### src/rtl/pod_pkg.sv
// Shared types, constants and the Bayer threshold table for the palette ordered dither.
package pod_pkg;

  localparam int PALETTE_DEPTH = 256;
  localparam int ADDR_W        = $clog2(PALETTE_DEPTH);
  localparam int IDX_W         = 9;
  localparam int CH_W          = 8;
  localparam int COLOUR_W      = 4 * CH_W;
  localparam int DIFF_W        = CH_W + 2;
  localparam int PROD_W        = DIFF_W + 5;
  localparam int CFG_IDX_W     = 2;
  localparam int CFG_DATA_W    = 9;
  localparam int IN_DATA_W     = 56;
  localparam int OUT_DATA_W    = 16;

  localparam logic [IDX_W-1:0] DEPTH_IDX = IDX_W'(PALETTE_DEPTH);

  localparam logic ACT_LOAD  = 1'b0;
  localparam logic ACT_PIXEL = 1'b1;

  localparam logic [1:0] MOVE_KEEP     = 2'd0;
  localparam logic [1:0] MOVE_DARKER   = 2'd1;
  localparam logic [1:0] MOVE_BRIGHTER = 2'd2;

  localparam logic [CFG_IDX_W-1:0] REG_NUM_COLORS  = 2'd0;
  localparam logic [CFG_IDX_W-1:0] REG_TRANSP_EN   = 2'd1;
  localparam logic [CFG_IDX_W-1:0] REG_ALPHA_THR   = 2'd2;

  localparam logic [IDX_W-1:0] NUM_COLORS_RST = 9'd256;

  typedef struct packed {
    logic [IDX_W-1:0] num_colors;
    logic             transp_en;
    logic [CH_W-1:0]  alpha_thr;
  } cfg_t;

  // stage 1: registered pixel fields and early flags
  typedef struct packed {
    logic [IDX_W-1:0]    idx;
    logic [COLOUR_W-1:0] pix_colour;
    logic [CH_W-1:0]     red;
    logic [3:0]          factor;
    logic                kept;
    logic                has_next;
    logic                has_prev;
  } s1_t;

  // registered palette reads
  typedef struct packed {
    logic [COLOUR_W-1:0] colour;
    logic [CH_W-1:0]     b_cur;
    logic [CH_W-1:0]     b_next;
    logic [CH_W-1:0]     b_prev;
  } rd_t;

  typedef struct packed {
    logic [IDX_W-1:0]         idx;
    logic [3:0]               factor;
    logic                     kept;
    logic                     gt;
    logic signed [DIFF_W-1:0] opa;
    logic signed [DIFF_W-1:0] opb;
  } s2_t;

  typedef struct packed {
    logic [IDX_W-1:0]         idx;
    logic                     kept;
    logic                     gt;
    logic signed [PROD_W-1:0] pa;
    logic signed [PROD_W-1:0] pb;
  } s3_t;

  function automatic logic [3:0] bayer_factor(input logic [1:0] row, input logic [1:0] col);
    logic [3:0] f;
    case ({row, col})
      4'h0: f = 4'd0;
      4'h1: f = 4'd8;
      4'h2: f = 4'd2;
      4'h3: f = 4'd10;
      4'h4: f = 4'd12;
      4'h5: f = 4'd4;
      4'h6: f = 4'd14;
      4'h7: f = 4'd6;
      4'h8: f = 4'd3;
      4'h9: f = 4'd11;
      4'hA: f = 4'd1;
      4'hB: f = 4'd9;
      4'hC: f = 4'd15;
      4'hD: f = 4'd7;
      4'hE: f = 4'd13;
      4'hF: f = 4'd5;
      default: f = 4'd0;
    endcase
    return f;
  endfunction

endpackage

### src/rtl/pod_arith.sv
// Middle stages: colour match and brightness differences, then threshold products.
module pod_arith (
  input  logic         clk,
  input  logic         rst_n,
  input  logic         en2,
  input  logic         en3,
  input  logic         v1,
  input  pod_pkg::s1_t s1,
  input  pod_pkg::rd_t rd,
  output logic         v2,
  output logic         v3,
  output pod_pkg::s3_t s3
);
  import pod_pkg::*;

  logic v2_r, v3_r;
  s2_t  s2_r, s2_nxt;
  s3_t  s3_r, s3_nxt;

  logic signed [DIFF_W-1:0] go, gp, gn, gq;
  logic                     match;

  assign go    = $signed({2'b00, s1.red});
  assign gp    = $signed({2'b00, rd.b_cur});
  assign gn    = $signed({2'b00, rd.b_next});
  assign gq    = $signed({2'b00, rd.b_prev});
  assign match = (s1.pix_colour == rd.colour);

  always_comb begin
    s2_nxt.idx    = s1.idx;
    s2_nxt.factor = s1.factor;
    s2_nxt.gt     = gp > go;
    if (gp > go) begin
      s2_nxt.opa  = go - gn;
      s2_nxt.opb  = gp - gn;
      s2_nxt.kept = s1.kept || match || !s1.has_next;
    end else begin
      s2_nxt.opa  = go - gp;
      s2_nxt.opb  = gq - gp;
      s2_nxt.kept = s1.kept || match || !s1.has_prev;
    end
  end

  always_comb begin
    s3_nxt.idx  = s2_r.idx;
    s3_nxt.kept = s2_r.kept;
    s3_nxt.gt   = s2_r.gt;
    s3_nxt.pa   = $signed({s2_r.opa[DIFF_W-1], s2_r.opa, 4'b0000});
    s3_nxt.pb   = PROD_W'(s2_r.opb) * PROD_W'($signed({1'b0, s2_r.factor}));
  end

  always_ff @(posedge clk) begin
    if (en2) begin
      s2_r <= s2_nxt;
    end
    if (en3) begin
      s3_r <= s3_nxt;
    end
  end

  always_ff @(posedge clk) begin
    if (!rst_n) begin
      v2_r <= 1'b0;
      v3_r <= 1'b0;
    end else begin
      if (en2) begin
        v2_r <= v1;
      end
      if (en3) begin
        v3_r <= v2_r;
      end
    end
  end

  assign v2 = v2_r;
  assign v3 = v3_r;
  assign s3 = s3_r;

endmodule

### config.mk
export PLATFORM = sky130hd
export DESIGN_NAME = pod_arith
export DESIGN_NICKNAME = d
export VERILOG_FILES = /design/src/rtl/pod_pkg.sv /design/src/rtl/pod_arith.sv
export SDC_FILE = /design/constraint.sdc
export NUM_CORES = 1
export LEC_CHECK = 0
export BUFFER_PORTS_ARGS = -buffer_cell sky130_fd_sc_hd__buf_2
export CORE_MARGIN = 3
export CORE_UTILIZATION = 55
export DETAILED_ROUTE_END_ITERATION = 10
export PLACE_DENSITY = 0.84
export SLEW_MARGIN = 25
export SYNTH_ARGS = -nofsm -noshare
export SYNTH_HDL_FRONTEND = slang
export SYNTH_SLANG_ARGS = --single-unit
### constraint.sdc
create_clock -name clk -period 8.7 [get_ports clk]
set_input_delay 0.435 -clock clk [delete_from_list [all_inputs] [get_ports clk]]
set_output_delay 0.435 -clock clk [all_outputs]
set_load 0.005 [all_outputs]
Yosys cells after proc, flatten, opt, wreduce, memory -nomap -nowiden
Index checks and enable logic that the tools add are counted.
Operators by class
  add/subtract/negate cells: 4
  mux-type cells: 2
  equal/unequal tests: 1
  multiply operators: 1
  $lt $le $gt $ge: 1
  reductions and logical operators: 5
Operators by type and width (count)
  subtractor 8 x 8 -> 9 bit: 4
  == test 32 bit: 1
  two-way mux 20 bit: 1
  multiplier 10 x 5 -> 15 bit: 1
  greater-than comparator 8 bit: 1
  logical OR 1 bit: 3
  logical NOT 1 bit: 2
  two-way mux 1 bit: 1
Storage, ports and cells
  input bits: 117
  output and inout bits: 43
  register bits: 73
  word-level logic and storage cells: 27

Logic depth before layout (Yosys ltp)
  word-level depth: 4
  gate-level depth with buffers: 15
  gate-level depth less buffers: 15

Worst setup path after synthesis
Ideal clock, no wire load.
  kind: register -> register
  from: register s2_r[25] (netlist name)
  to: register s3_r, in the netlist s3[12], data pin
  setup time: 0.195 ns
  setup slack: 5.087 ns
  clock period less this slack: 3.613 ns
  arrival time: 3.418 ns
  stages on the path, launching flop included: 14
  data required time: 8.505 ns
  buffers on the path: 0
  cell sequence: edfxtp_1 > and2_1 > ha_1 > inv_1 > fa_1 > fa_1 > inv_1 > ha_1 > nor2b_1 > o21ai_0 > a21o_1 > a211o_1 > or4b_1 > o311ai_0
RTL lines
  from (decl): line pod_arith.sv:17  | s2_t s2_r, s2_nxt;
  from (signal assigned): line pod_arith.sv:54  | s2_r <= s2_nxt;
  to (signal assigned): line pod_arith.sv:57  | s3_r <= s3_nxt;
  to (decl): line pod_arith.sv:18  | s3_t s3_r, s3_nxt;

==> impl_metrics.yaml <==
job:
  max_cap_viol_count: 0
global_routing:
  globalRouteOverflowTotal: 0
  antenna_found_initial: 0
  track_usage: 0.217
  grt_pass1_vias: 4296
  grt_pass1_wl_mm: 19.5
  grt_max_degree: 37
critical_path:
  start_kind: "flop"
  r2r_start: "s2_r[25]"
  reg2reg_to: "s3[14]"
  critPathRequiredTime_ns: 8.83
  reg2reg_depth: 13
  end_kind: "flop"
  crit_type: "flop to flop"
  r2r_setup_slack_ns: 4.71
  cp_max_fo: 9
  arrival_ns: 4.13
clock_tree:
  post_cts_buffers: 0
  worstSkewPairLatency_ns: 0.36
  clk_pin_slew_worst_paths_ns: 0.09
  clockBufferDepth: 2
  cts_tree: "built"
  htree_levels: 3
  cts_buffers: 9
  ctsHoldBuffers: 0
  cts_root_buf: "clkbuf_8"
  cts_resized: 0
  cts.sinks: 70
worst_hold_path:
  hold_path_depth: 1
  hold_path_class: "input port to flop"
  worstHoldStart: "s1[49]"
  whs_endpoint: "s2_r[28]"
routing:
  top_layer_used: "met4"
  wl_per_cell_um: 14.9
  drc_errors: 0
  ant_nets: 0
  num_vias: 4217
  routed_wirelength_mm: 12.1
  routed_via_density: 5.19
  drt-met1-wl_mm: 4.88
  met2_length_mm: 6.43
  firstDrtPassIters: 4
  wl_met3_um: 528
  drt-initial-drc-count: 160
sta:
  max_slew_margin: 0.455
  holdWs_ns: 0.241
  tightestPinTransition_ns: 0.817
  timing.fmax_ghz: 0.250
  finalSetupTns_ns: 0
  setup_viol: 0
  grt_setup_unrepaired: "false"
  period_minus_slack_ns: 3.99
  hold_viol_final: 0
  drv_slew: 0
  worst_slack_ns: 4.71
  timing.final.crit_share: 0.459
  fin_skew_ns: 0.00812
synth:
  synth_seq_area_share: 0.376
  synth-edff-count: 68
  yosys_register_bits: 70
  syn_area_mm2: 0.00553
  yosys_warnings: 0
  synthCells: 518
  synthDistinctLibCells: 48
  ys.flop_type: "edfxtp_1"
  syn_avg_cell_area_um2: 10.7
  synth_async_sr_flop_share: 0
floorplan:
  die_h_um: 106
  ios: 160
  initial_utilization: 0.582
  rows: 35
  coreArea_mm2: 0.00950
  die_x_um: 106
  fp.dieArea_mm2: 0.0113
outcome:
  status: "complete, no violations"
cells_and_area:
  drive_gt1_frac: 0.259
  nNetsFinal: 878
  fillers: 699
  area_growth_pct: 20.2
  register_area_mm2: 0.00208
  diodes: 0
  multi_input_area_mm2: 0.00311
power_and_ir_drop:
  power_density_mw_per_mm2: 217
  p_leak_nw: 3.11
  vdd_drop_max_v: 0.000110
placement:
  numPortBuffers: 155
  place_congestion: 0.883
  hpwl_mm: 9.70
  dp_slack_ns: 4.77
synth_stat cells, types with 5 or more instances:
cell type,number,share of area
xor2_1,6,0.0095
nor2_1,27,0.018
ha_1,59,0.13
and2_1,29,0.033
nand2_1,24,0.016
nand4_1,8,0.0091
xnor2_1,50,0.079
mux2i_1,11,0.020
o21ai_0,17,0.015
nand2b_1,11,0.012
nor3_1,13,0.012
a211oi_1,5,0.0068
nor2b_1,12,0.014
a21oi_1,18,0.016
fa_1,24,0.087
inv_1,67,0.045
edfxtp_1,68,0.37
buf_4,6,0.0081
o21a_1,9,0.012
nand3_1,7,0.0063
layout by cell type, fill, tap and decap left out, drive strengths merged, types with 5 or more instances in the layout:
master	n
xor2	6
a21oi	19
o21a	9
nor2b	12
a211oi	5
nand2	24
inv	69
nor2	27
ha	59
nand4	8
nand3	7
edfxtp	68
o21ai	18
nor3	13
xnor2	50
nand2b	11
clkbuf	10
buf	156
and2	29
mux2i	11
fa	24
per-stage QoR:
| stage | instance area [µm²] | instances | util | total power [mW] |
|---|---|---|---|---|
| final | 6650 | 812 | 0.699 | 1.44 |
| after global routing | 6650 | 812 | 0.699 | 1.55 |
| after CTS | 6650 | 812 | 0.699 | 1.45 |
| after detailed placement | 6390 | 796 | 0.673 | 1.11 |
| after global placement | 6390 | 796 | 0.673 | 1.07 |
| after floorplan | 5540 | 521 | - | 0.941 |
layer usage:
metal	global-route usage	vias to the layer above
met4	0.0768	0
met5	0	-
li1	-	2109
met1	0.257	1971
met3	0.0389	24
met2	0.395	113
layout make-up:
| cell class | count | area share |
|---|---|---|
| Timing Repair Buffer | 156 | 0.118 |
| Sequential cell | 70 | 0.313 |
| Multi-Input combinational cell | 374 | 0.468 |
| Tap cell | 129 | 0.0243 |
| Clock buffer | 10 | 0.0207 |
| Inverter | 67 | 0.0378 |
| Clock inverter | 6 | 0.0175 |
cell families (layout without fill, tap and decap cells):
group,count (synthesis),after routing,synth area share
simple gates,139,139,0.131
fa+ha+maj,83,83,0.220
compound gates,80,80,0.0986
buf+inv,77,239,0.0627
flops,70,70,0.376
xor+xnor,56,56,0.0887
mux,12,12,0.0219
other cells,1,4,0.000678
worst max-delay path, stage by stage (launching register included):
cell       delay, ns
edfxtp_1        0.51
and2_1          0.21
ha_1            0.26
inv_1           0.05
fa_1            0.50
fa_1            0.54
inv_1           0.04
ha_1            0.33
nor2b_1         0.16
o21ai_0         0.11
a21o_1          0.18
a211o_1         0.34
mux2i_1         0.15
a2111oi_0       0.39
worst max path at each step:
stage | start | end | depth (start not counted)
floorplan | s2_r[25] | s3[12] | 13
global placement | s2_r[25] | s3[12] | 13
detailed placement | s2_r[25] | s3[14] | 13
CTS | s2_r[25] | s3[14] | 13
global route | s2_r[24] | s3[14] | 12
finish | s2_r[25] | s3[14] | 13
where the power goes:
| group | total [mW] | switching [mW] | internal [mW] |
|---|---|---|---|
| combinational | 0.621 | 0.336 | 0.285 |
| sequential | 0.486 | 0.0199 | 0.466 |
| clock | 0.336 | 0.135 | 0.201 |
sequential cells by signal, indices dropped and copies added, names as in the netlist:
name / flops
v2: 1
s2_r: 33
v3: 1
s3: 35
No activity file was read; power rests on OpenSTA's default activity.
