--- config.mk ---
export PLATFORM = sky130hd
export DESIGN_NAME = pod_decide
export DESIGN_NICKNAME = d
export VERILOG_FILES = /design/src/rtl/pod_pkg.sv /design/src/rtl/pod_decide.sv
export SDC_FILE = /design/constraint.sdc
export NUM_CORES = 1
export LEC_CHECK = 0
export ABC_AREA = 0
export BUFFER_PORTS_ARGS = -buffer_cell sky130_fd_sc_hd__buf_4
export CAP_MARGIN = 20
export CORE_UTILIZATION = 41
export CTS_CLUSTER_SIZE = 10
export DETAILED_ROUTE_END_ITERATION = 12
export HOLD_SLACK_MARGIN = 0.15
export PLACE_DENSITY = 0.76
export SLEW_MARGIN = 20
export SYNTH_ARGS = -nofsm -noshare
export SYNTH_HDL_FRONTEND = slang
export SYNTH_SLANG_ARGS = --single-unit
--- constraint.sdc ---
create_clock -name clk -period 2.11 [get_ports clk]
set_input_delay 0.211 -clock clk [delete_from_list [all_inputs] [get_ports clk]]
set_output_delay 0.211 -clock clk [all_outputs]
set_load 0.01 [all_outputs]
--- src/rtl/pod_pkg.sv ---
// Shared types, constants and the Bayer threshold table for the palette ordered dither.
package pod_pkg;

  localparam int PALETTE_DEPTH = 256;
  localparam int ADDR_W        = $clog2(PALETTE_DEPTH);
  localparam int IDX_W         = 9;
  localparam int CH_W          = 8;
  localparam int COLOUR_W      = 4 * CH_W;
  localparam int DIFF_W        = CH_W + 2;
  localparam int PROD_W        = DIFF_W + 5;
  localparam int CFG_IDX_W     = 2;
  localparam int CFG_DATA_W    = 9;
  localparam int IN_DATA_W     = 56;
  localparam int OUT_DATA_W    = 16;

  localparam logic [IDX_W-1:0] DEPTH_IDX = IDX_W'(PALETTE_DEPTH);

  localparam logic ACT_LOAD  = 1'b0;
  localparam logic ACT_PIXEL = 1'b1;

  localparam logic [1:0] MOVE_KEEP     = 2'd0;
  localparam logic [1:0] MOVE_DARKER   = 2'd1;
  localparam logic [1:0] MOVE_BRIGHTER = 2'd2;

  localparam logic [CFG_IDX_W-1:0] REG_NUM_COLORS  = 2'd0;
  localparam logic [CFG_IDX_W-1:0] REG_TRANSP_EN   = 2'd1;
  localparam logic [CFG_IDX_W-1:0] REG_ALPHA_THR   = 2'd2;

  localparam logic [IDX_W-1:0] NUM_COLORS_RST = 9'd256;

  typedef struct packed {
    logic [IDX_W-1:0] num_colors;
    logic             transp_en;
    logic [CH_W-1:0]  alpha_thr;
  } cfg_t;

  // stage 1: registered pixel fields and early flags
  typedef struct packed {
    logic [IDX_W-1:0]    idx;
    logic [COLOUR_W-1:0] pix_colour;
    logic [CH_W-1:0]     red;
    logic [3:0]          factor;
    logic                kept;
    logic                has_next;
    logic                has_prev;
  } s1_t;

  // registered palette reads
  typedef struct packed {
    logic [COLOUR_W-1:0] colour;
    logic [CH_W-1:0]     b_cur;
    logic [CH_W-1:0]     b_next;
    logic [CH_W-1:0]     b_prev;
  } rd_t;

  typedef struct packed {
    logic [IDX_W-1:0]         idx;
    logic [3:0]               factor;
    logic                     kept;
    logic                     gt;
    logic signed [DIFF_W-1:0] opa;
    logic signed [DIFF_W-1:0] opb;
  } s2_t;

  typedef struct packed {
    logic [IDX_W-1:0]         idx;
    logic                     kept;
    logic                     gt;
    logic signed [PROD_W-1:0] pa;
    logic signed [PROD_W-1:0] pb;
  } s3_t;

  function automatic logic [3:0] bayer_factor(input logic [1:0] row, input logic [1:0] col);
    logic [3:0] f;
    case ({row, col})
      4'h0: f = 4'd0;
      4'h1: f = 4'd8;
      4'h2: f = 4'd2;
      4'h3: f = 4'd10;
      4'h4: f = 4'd12;
      4'h5: f = 4'd4;
      4'h6: f = 4'd14;
      4'h7: f = 4'd6;
      4'h8: f = 4'd3;
      4'h9: f = 4'd11;
      4'hA: f = 4'd1;
      4'hB: f = 4'd9;
      4'hC: f = 4'd15;
      4'hD: f = 4'd7;
      4'hE: f = 4'd13;
      4'hF: f = 4'd5;
      default: f = 4'd0;
    endcase
    return f;
  endfunction

endpackage

--- src/rtl/pod_decide.sv ---
// Output stage: threshold compare and the result register.
module pod_decide (
  input  logic                      clk,
  input  logic                      rst_n,
  input  logic                      en,
  input  logic                      v3,
  input  pod_pkg::s3_t              s3,
  output logic                      out_valid,
  output logic [pod_pkg::IDX_W-1:0] out_index,
  output logic [1:0]                dither_move
);
  import pod_pkg::*;

  logic             valid_r;
  logic [IDX_W-1:0] index_r, index_nxt;
  logic [1:0]       move_r, move_nxt;

  always_comb begin
    index_nxt = s3.idx;
    move_nxt  = MOVE_KEEP;
    if (!s3.kept) begin
      if (s3.gt) begin
        if (s3.pa < s3.pb) begin
          index_nxt = s3.idx + IDX_W'(1);
          move_nxt  = MOVE_DARKER;
        end
      end else begin
        if (s3.pa >= s3.pb) begin
          index_nxt = s3.idx - IDX_W'(1);
          move_nxt  = MOVE_BRIGHTER;
        end
      end
    end
  end

  always_ff @(posedge clk) begin
    if (en) begin
      index_r <= index_nxt;
      move_r  <= move_nxt;
    end
  end

  always_ff @(posedge clk) begin
    if (!rst_n) begin
      valid_r <= 1'b0;
    end else if (en) begin
      valid_r <= v3;
    end
  end

  assign out_valid   = valid_r;
  assign out_index   = index_r;
  assign dither_move = move_r;

endmodule

# After elaboration in Yosys (flattened, before gate mapping)
# Index checks and enable logic that the tools add are counted.
# totals
in_bits	45
register_bits	12
# classes
n_mux	7
n_addsub	2
n_lt_le_gt_ge	2
# op_table
operator	n
9-bit two-way mux	4
15-bit greater-or-equal comparator	1
15-bit less-than comparator	1
9-bit by 1-bit adder with 9-bit output, second input constant	1
9-bit by 1-bit subtractor with 9-bit output, second input constant	1
2-bit two-way mux	2
1-bit two-way mux	1

# Longest topological paths before layout
# Gate-level depths: netlist of run 1.
# logic_depth
depth_word	4
depth_mapped	10

# Worst setup path after synthesis of run 1
# OpenSTA, ideal clock, no wires.
# synth_timing
kind	input to register
start	in s3[2] in the netlist's numbering
end	reg index_r[2] (netlist: out_index[2]), data pin
setup_slack_ps	-12
path_stages	9
setup_time_ps	257
n_path_buf	0
arrival_time_ps	1865
t_required_ps	1853
cell_sequence	inv_1 > ha_1 > a21oi_2 > a21oi_1 > o31a_4 > o31ai_4 > a21boi_2 > a22o_1 > xor2_1
# synth_between
elab_chain_len	4
elab_cells_between_ends	6
cone_classes	2 x order compare; 4 x mux
# synth_lines
item	line	text
start: declaration	pod_decide.sv:7	input pod_pkg::s3_t s3,
15-bit greater-or-equal comparator / 15-bit less-than comparator (equally long branches)	pod_decide.sv:28, pod_decide.sv:23	
9-bit two-way mux (on tied branches)	pod_decide.sv:28, pod_decide.sv:23	
9-bit two-way mux *	pod_decide.sv:22	if (s3.gt) begin
9-bit two-way mux *	pod_decide.sv:21	if (!s3.kept) begin
via index_nxt[2]	pod_decide.sv:15	logic [IDX_W-1:0] index_r, index_nxt;
end signal: assignment	pod_decide.sv:38	index_r <= index_nxt;
end: declaration	pod_decide.sv:15	
# Mark *: on every way through the listed nets, which the timed path passes. The rest lies on a longest branch.
# A chain may end at the register's enable or synchronous reset.

# Worst setup path in the final report of run 1
# layout_timing
start	in s3[4] in the netlist's numbering
end	reg index_r[7] (netlist: out_index[7]), data pin
# Same word-level chain as after synthesis.

==> results of run 1 <==
-- synthesized netlist by cell type (2+ instances only) --
library cell / count
and3_1: 2
xnor2_1: 6
ha_1: 17
nand4_1: 2
inv_1: 18
nand3_1: 5
nor3_1: 3
a21oi_1: 6
nand2_1: 6
o21ai_0: 3
nor2_1: 8
o31a_4: 2
a21oi_2: 2
nor3b_1: 2
edfxtp_1: 11
nor2b_1: 3
a31oi_1: 2
xor2_1: 2
-- critical path: stages --
cell and delay, ns:
buf_4 0.08, inv_1 0.03, ha_1 0.31, a211oi_2 0.22
nor2_1 0.08, o31a_4 0.30, o31a_4 0.37, nor2_2 0.14
a32oi_1 0.15, xnor2_1 0.16
-- power breakdown --
| group | switching [mW] | total [mW] | internal, mW |
|---|---|---|---|
| clock network | 0.0811 | 0.186 | 0.105 |
| logic | 0.118 | 0.265 | 0.148 |
| registers | 0.00564 | 0.290 | 0.284 |
| total | 0.204 | 0.742 | 0.537 |
-- per-layer routing --
layer,track usage,vias up
met5,0,-
met1,0.200,502
met2,0.390,38
met3,0.0111,5
li1,-,568
met4,0.0897,0
-- layout make-up --
| class | count | area share |
|---|---|---|
| Multi-Input combinational cell | 89 | 0.430 |
| Timing Repair Buffer | 62 | 0.276 |
| Sequential cell | 12 | 0.208 |
| Inverter | 19 | 0.0423 |
| Tap cell | 30 | 0.0223 |
| Clock buffer | 4 | 0.0215 |
-- state kept, by name (all words and copies together), names as in the netlist --
| name | count |
|---|---|
| dither_move | 2 |
| out_index | 9 |
| out_valid | 1 |
-- worst max-delay path by stage --
stage / cells past startpoint / from / endpoint / slack [ns]
final: 10 / s3[4] / out_index[7]$_DFFE_PP_ / 0.09
after global placement: 10 / s3[4] / out_index[7]$_DFFE_PP_ / -0.19
after floorplan: 9 / s3[9] / out_index[2]$_DFFE_PP_ / 0.01
after detailed placement: 10 / s3[4] / out_index[7]$_DFFE_PP_ / -0.22
after CTS: 10 / s3[4] / out_index[7]$_DFFE_PP_ / 0.07
after global routing: 10 / s3[4] / out_index[7]$_DFFE_PP_ / 0.02
-- logic make-up (layout without fill, tap and decap cells) --
kind of cell / Yosys count / after routing / synth area share
buf+inv: 20 / 85 / 0.0661
xor+xnor: 8 / 8 / 0.0617
flops: 12 / 12 / 0.308
mux: 1 / 1 / 0.00881
simple gates: 38 / 38 / 0.182
compound gates: 25 / 25 / 0.186
fa+ha+maj: 17 / 17 / 0.187
-- per-stage QoR --
step	TNS, ns	cells	util
2_1_floorplan	0	121	-
3_3_place_gp	-1.18	212	0.645
3_5_place_dp	-1.45	212	0.645
4_1_cts	0	216	0.659
5_1_grt	0	216	0.662
6_report	0	216	0.662
==> impl_metrics.yaml, run 1 <==
drt:
  top_layer_used: "met4"
  dr_total_vias: 1113
  wirelength_um: 2700
  drc: 0
  wl_met2_um: 1470
  wl_met1_um: 1040
  met3WireLength_um: 150
  ant_nets: 0
  drt-pass1-iter-count: 4
  wl_per_cell_um: 12.5
  vias_per_cell: 5.15
  initialDrtViolationCount: 18
final_layout:
  layout_commonest_cell: "buf_4"
  syn2layout_area_growth_pct: 48.3
  multi_input_area_sq_um: 724
  layout_common_cells: "buf_4, inv_1, ha_1"
  regArea_sq_um: 350
  drive_gt1_frac: 0.414
  layout.nets: 249
  final_cell_area_sq_um: 1690
  fillers: 205
  n_antenna_cell: 0
yosys:
  async_flop_share: 0
  syn_inst: 121
  yosysSeqAreaShare: 0.308
  netlist_area_sq_um: 1140
  synth-main-ff-cell: "edfxtp_1"
  ys_types: 39
  syn_area_per_cell_sq_um: 9.39
  synth_nets: 183
  synth_top_area_frac: 0.291
  synth_edf_count: 11
  synth.ff_latch_count: 12
  yosys_warnings: 0
  yosys-top-cells-area: "edfxtp_1, ha_1, inv_1"
  yosys.area.top_type: "edfxtp_1"
worst_setup_path:
  critPathLaunchType: "primary input"
  worst-path-max-fanout: 5
  ff2ff_setup_slack_ns: 1.49
  rr_startpoint: "out_valid$_SDFFE_PN0P_"
  r2r_end: "out_valid$_SDFFE_PN0P_"
  r2r_cells: 2
  cp_data_required_time_ns: 2.15
  critical_path_arrival_ns: 2.06
  crit_type: "in2reg"
  end_kind: "register"
sta:
  hold_violations: 0
  fin_skew_ns: 0
  period_minus_slack_ns: 2.02
  rsz0062_at_grt: "no"
  worstMarginPinSlew_ns: 0.471
  postLayoutSetupSlackWorst_ns: 0.0910
  hold_slack_ns: 0.168
  slew_headroom: 0.683
  final.period_utilization: 0.957
  clock.fmax_ghz: 0.495
  finalSetupViolations: 0
  report.final.slew_viol_count: 0
cts:
  cts_hold_buf: 0
  cts_setup_buffers: 0
  clkTransAtPathRegs_ns: 0.08
  cts_tree: "done"
  htreeDepth: 1
  cts_buffer_depth: 2
  clk_latency_ns: 0.28
  cts_root_buffer: "clkbuf_4"
  cts.sinks: 12
  cts_resized: 0
  cts_buffers: 3
global_route:
  grt_pass1_vias: 1071
  gr-usage-all-layers: 0.195
  grt_overflow: 0
  grt_antenna_before_repair: 0
  grt_max_degree: 13
  grt_pass1_wl_um: 4190
floorplanning:
  rows: 18
  io_pins: 57
  core-area_sq_um: 2540
  die-area_sq_um: 2990
  initial_core_util: 0.446
  die_h_um: 54.6
  die_w_um: 54.6
placement:
  dp_hpwl_um: 2310
  routabilityCongestion: 0.813
  dp_worst_setup_slack_ns: -0.218
  postPlaceCellArea_sq_um: 1640
  portBuffers: 56
min_path:
  hp-class: "in2reg"
  min_to: "out_valid$_SDFFE_PN0P_"
  min_from: "rst_n"
  hold_depth: 2
power:
  ir_worst_vdd_mv: 0.380
  cellPowerDensity_nw_per_um2: 440
  total_power_mw: 0.742
  power.leakage_nw: 0.817
flow_run:
  cap_viol_max_count: 0
run_status:
  run_status: "finished, final reports clean"
(Power assumes the default switching activity.)
==> run 2: changes to the inputs <==
--- a/config.mk
+++ b/config.mk
@@ -12,6 +12,7 @@
 export CTS_CLUSTER_SIZE = 10
 export DETAILED_ROUTE_END_ITERATION = 12
 export HOLD_SLACK_MARGIN = 0.15
+export MAX_ROUTING_LAYER = met4
 export PLACE_DENSITY = 0.76
 export SLEW_MARGIN = 20
 export SYNTH_ARGS = -nofsm -noshare
==> run 2 against run 1 <==
Global-route usage increased by 1.2 points. Non-clock buffer count rose by 2. Maximum frequency up 0.33%. Wire length shrank 1.3%. Sequential share of layout area decreased by 0.15 points. Register-to-register slack gained 0.03 ns. Final cell count increased by 0.93%. Clock power is 3% lower. Critical endpoint unchanged.
==> impl_metrics.yaml, run 2 (synthesis results as in run 1) <==
run_status:
  run_status: "finished, final reports clean"
worst_setup_path:
  max_stage_delay_ns: 0.36
  critical_path_arrival_ns: 2.04
  cp_slowest_cell: "o31a_4"
  crit_buf_inv: 2
  ff2ff_setup_slack_ns: 1.52
  r2r_cells: 2
  cp_data_required_time_ns: 2.14
  cp_num_cells: 10
  crit_chain: "buf_4, inv_1, ha_1, a21oi_2, a21oi_1, o31a_4, o31a_4, nor2_2, a32oi_1, xnor2_1"
  worst-path-max-fanout: 5
  critPathLaunchType: "primary input"
  crit_type: "in2reg"
  end_kind: "register"
  path_delay_family: "compound AO/OA/AOI/OAI gates"
  crit_top_cell: "o31a_4"
sta:
  hold_violations: 0
  period_minus_slack_ns: 2.01
  slew_headroom: 0.697
  clock.fmax_ghz: 0.497
  final.period_utilization: 0.954
  finalSetupViolations: 0
  fin_skew_ns: 0
  report.final.slew_viol_count: 0
  worstMarginPinSlew_ns: 0.450
floorplanning:
  core-area_sq_um: 2540
  die_w_um: 54.6
  io_pins: 57
  rows: 18
  die-area_sq_um: 2990
  initial_core_util: 0.446
  die_h_um: 54.6
final_layout:
  layout_commonest_cell: "buf_4"
  drive_gt1_frac: 0.410
  largest_reg_flops: 9
  layout.nets: 251
  utilization: 0.667
  multi_input_area_sq_um: 719
  fillers: 208
  n_antenna_cell: 0
  layout_common_cells: "buf_4, inv_1, ha_1"
  syn2layout_area_growth_pct: 49.4
  regArea_sq_um: 350
  stdcell_count: 218
cts:
  htreeDepth: 1
  cts_root_buffer: "clkbuf_4"
  cts_tree: "done"
  clkTransAtPathRegs_ns: 0.07
  cts.sinks: 12
  clk_latency_ns: 0.27
  cts_buffer_depth: 2
  cts_buffers: 3
placement:
  portBuffers: 56
  place_inst: 213
  dp_hpwl_um: 2280
  routabilityCongestion: 0.826
drt:
  dr_total_vias: 1124
  drt-pass1-iter-count: 4
  ant_nets: 0
  wirelength_um: 2670
  wl_per_cell_um: 12.2
  drc: 0
  vias_per_cell: 5.16
  initialDrtViolationCount: 14
global_route:
  gr-usage-all-layers: 0.207
  grt_pass1_vias: 1103
  grt_antenna_before_repair: 0
  grt_max_degree: 13
  grt_pass1_wl_um: 4290
  grt_overflow: 0
power:
  power.leakage_nw: 0.826
  cellPowerDensity_nw_per_um2: 434
  ir_worst_vdd_mv: 0.479
min_path:
  hp-class: "in2reg"
  hold_depth: 3
flow_run:
  cap_viol_max_count: 0
run 2: cell types whose count changed in the layout (fill, tap and decap cells not counted):
cell	delta
buf_4	+1
nor3_2	-1
dlygate4sd3_1	+1
nor3_1	+1
run 2: cell type report:
cell class / instances / share of cell area
tap: 30 / 0.0221
inverter: 19 / 0.0420
multi-input combinational: 89 / 0.424
timing repair buffer: 64 / 0.284
sequential: 12 / 0.206
clock buffer: 4 / 0.0214
run 2: path summary, 6_finish.rpt:
path	end	startpoint
hold / removal	out_valid$_SDFFE_PN0P_	v3
hold reg to reg	out_valid$_SDFFE_PN0P_	out_valid$_SDFFE_PN0P_
setup / recovery	out_index[7]$_DFFE_PP_	s3[2]
setup reg to reg	out_valid$_SDFFE_PN0P_	out_valid$_SDFFE_PN0P_
run 2: layer usage:
metal / up-vias / GRT usage / part of all wire
met2: 49 / 0.406 / 0.55
met5: - / - / 0
met3: 7 / 0.0222 / 0.062
li1: 568 / - / -
met1: 500 / 0.186 / 0.36
met4: 0 / 0.120 / 0.028
run 2: metrics by stage:
stage	total power, mW	cell area [sq um]	setup TNS (ns)	hold slack (ns)	setup slack (ns)
floorplan	0.418	1140	0	0.323	0.0128
global placement	0.552	1650	-1.21	0.425	-0.195
detailed placement	0.561	1650	-1.50	0.431	-0.207
CTS	0.739	1700	0	0.197	0.0854
global route	0.785	1700	-0.00471	0.209	-0.00471
finish	0.736	1700	0	0.194	0.0977
run 2: repair_timing:
| action | CTS | global route |
|---|---|---|
| hold endpoints to repair | 1 | 0 |
| setup buffers | 0 | 0 |
| hold buffers | 1 | 0 |
| setup endpoints to repair | 0 | 1 |
| gates resized for setup | 0 | 1 |
run 2: report_power, final:
group / switching [mW] / internal (mW) / total [mW]
logic: 0.117 / 0.150 / 0.267
registers: 0.00557 / 0.284 / 0.290
clock network: 0.0749 / 0.105 / 0.180
total: 0.197 / 0.539 / 0.736
run 2: worst min-delay path: cells and delay by family:
family                 cells  cell delay, ns
AND/OR/NAND/NOR            1            0.09
buffers and inverters      1            0.08
multiplexers               1            0.05
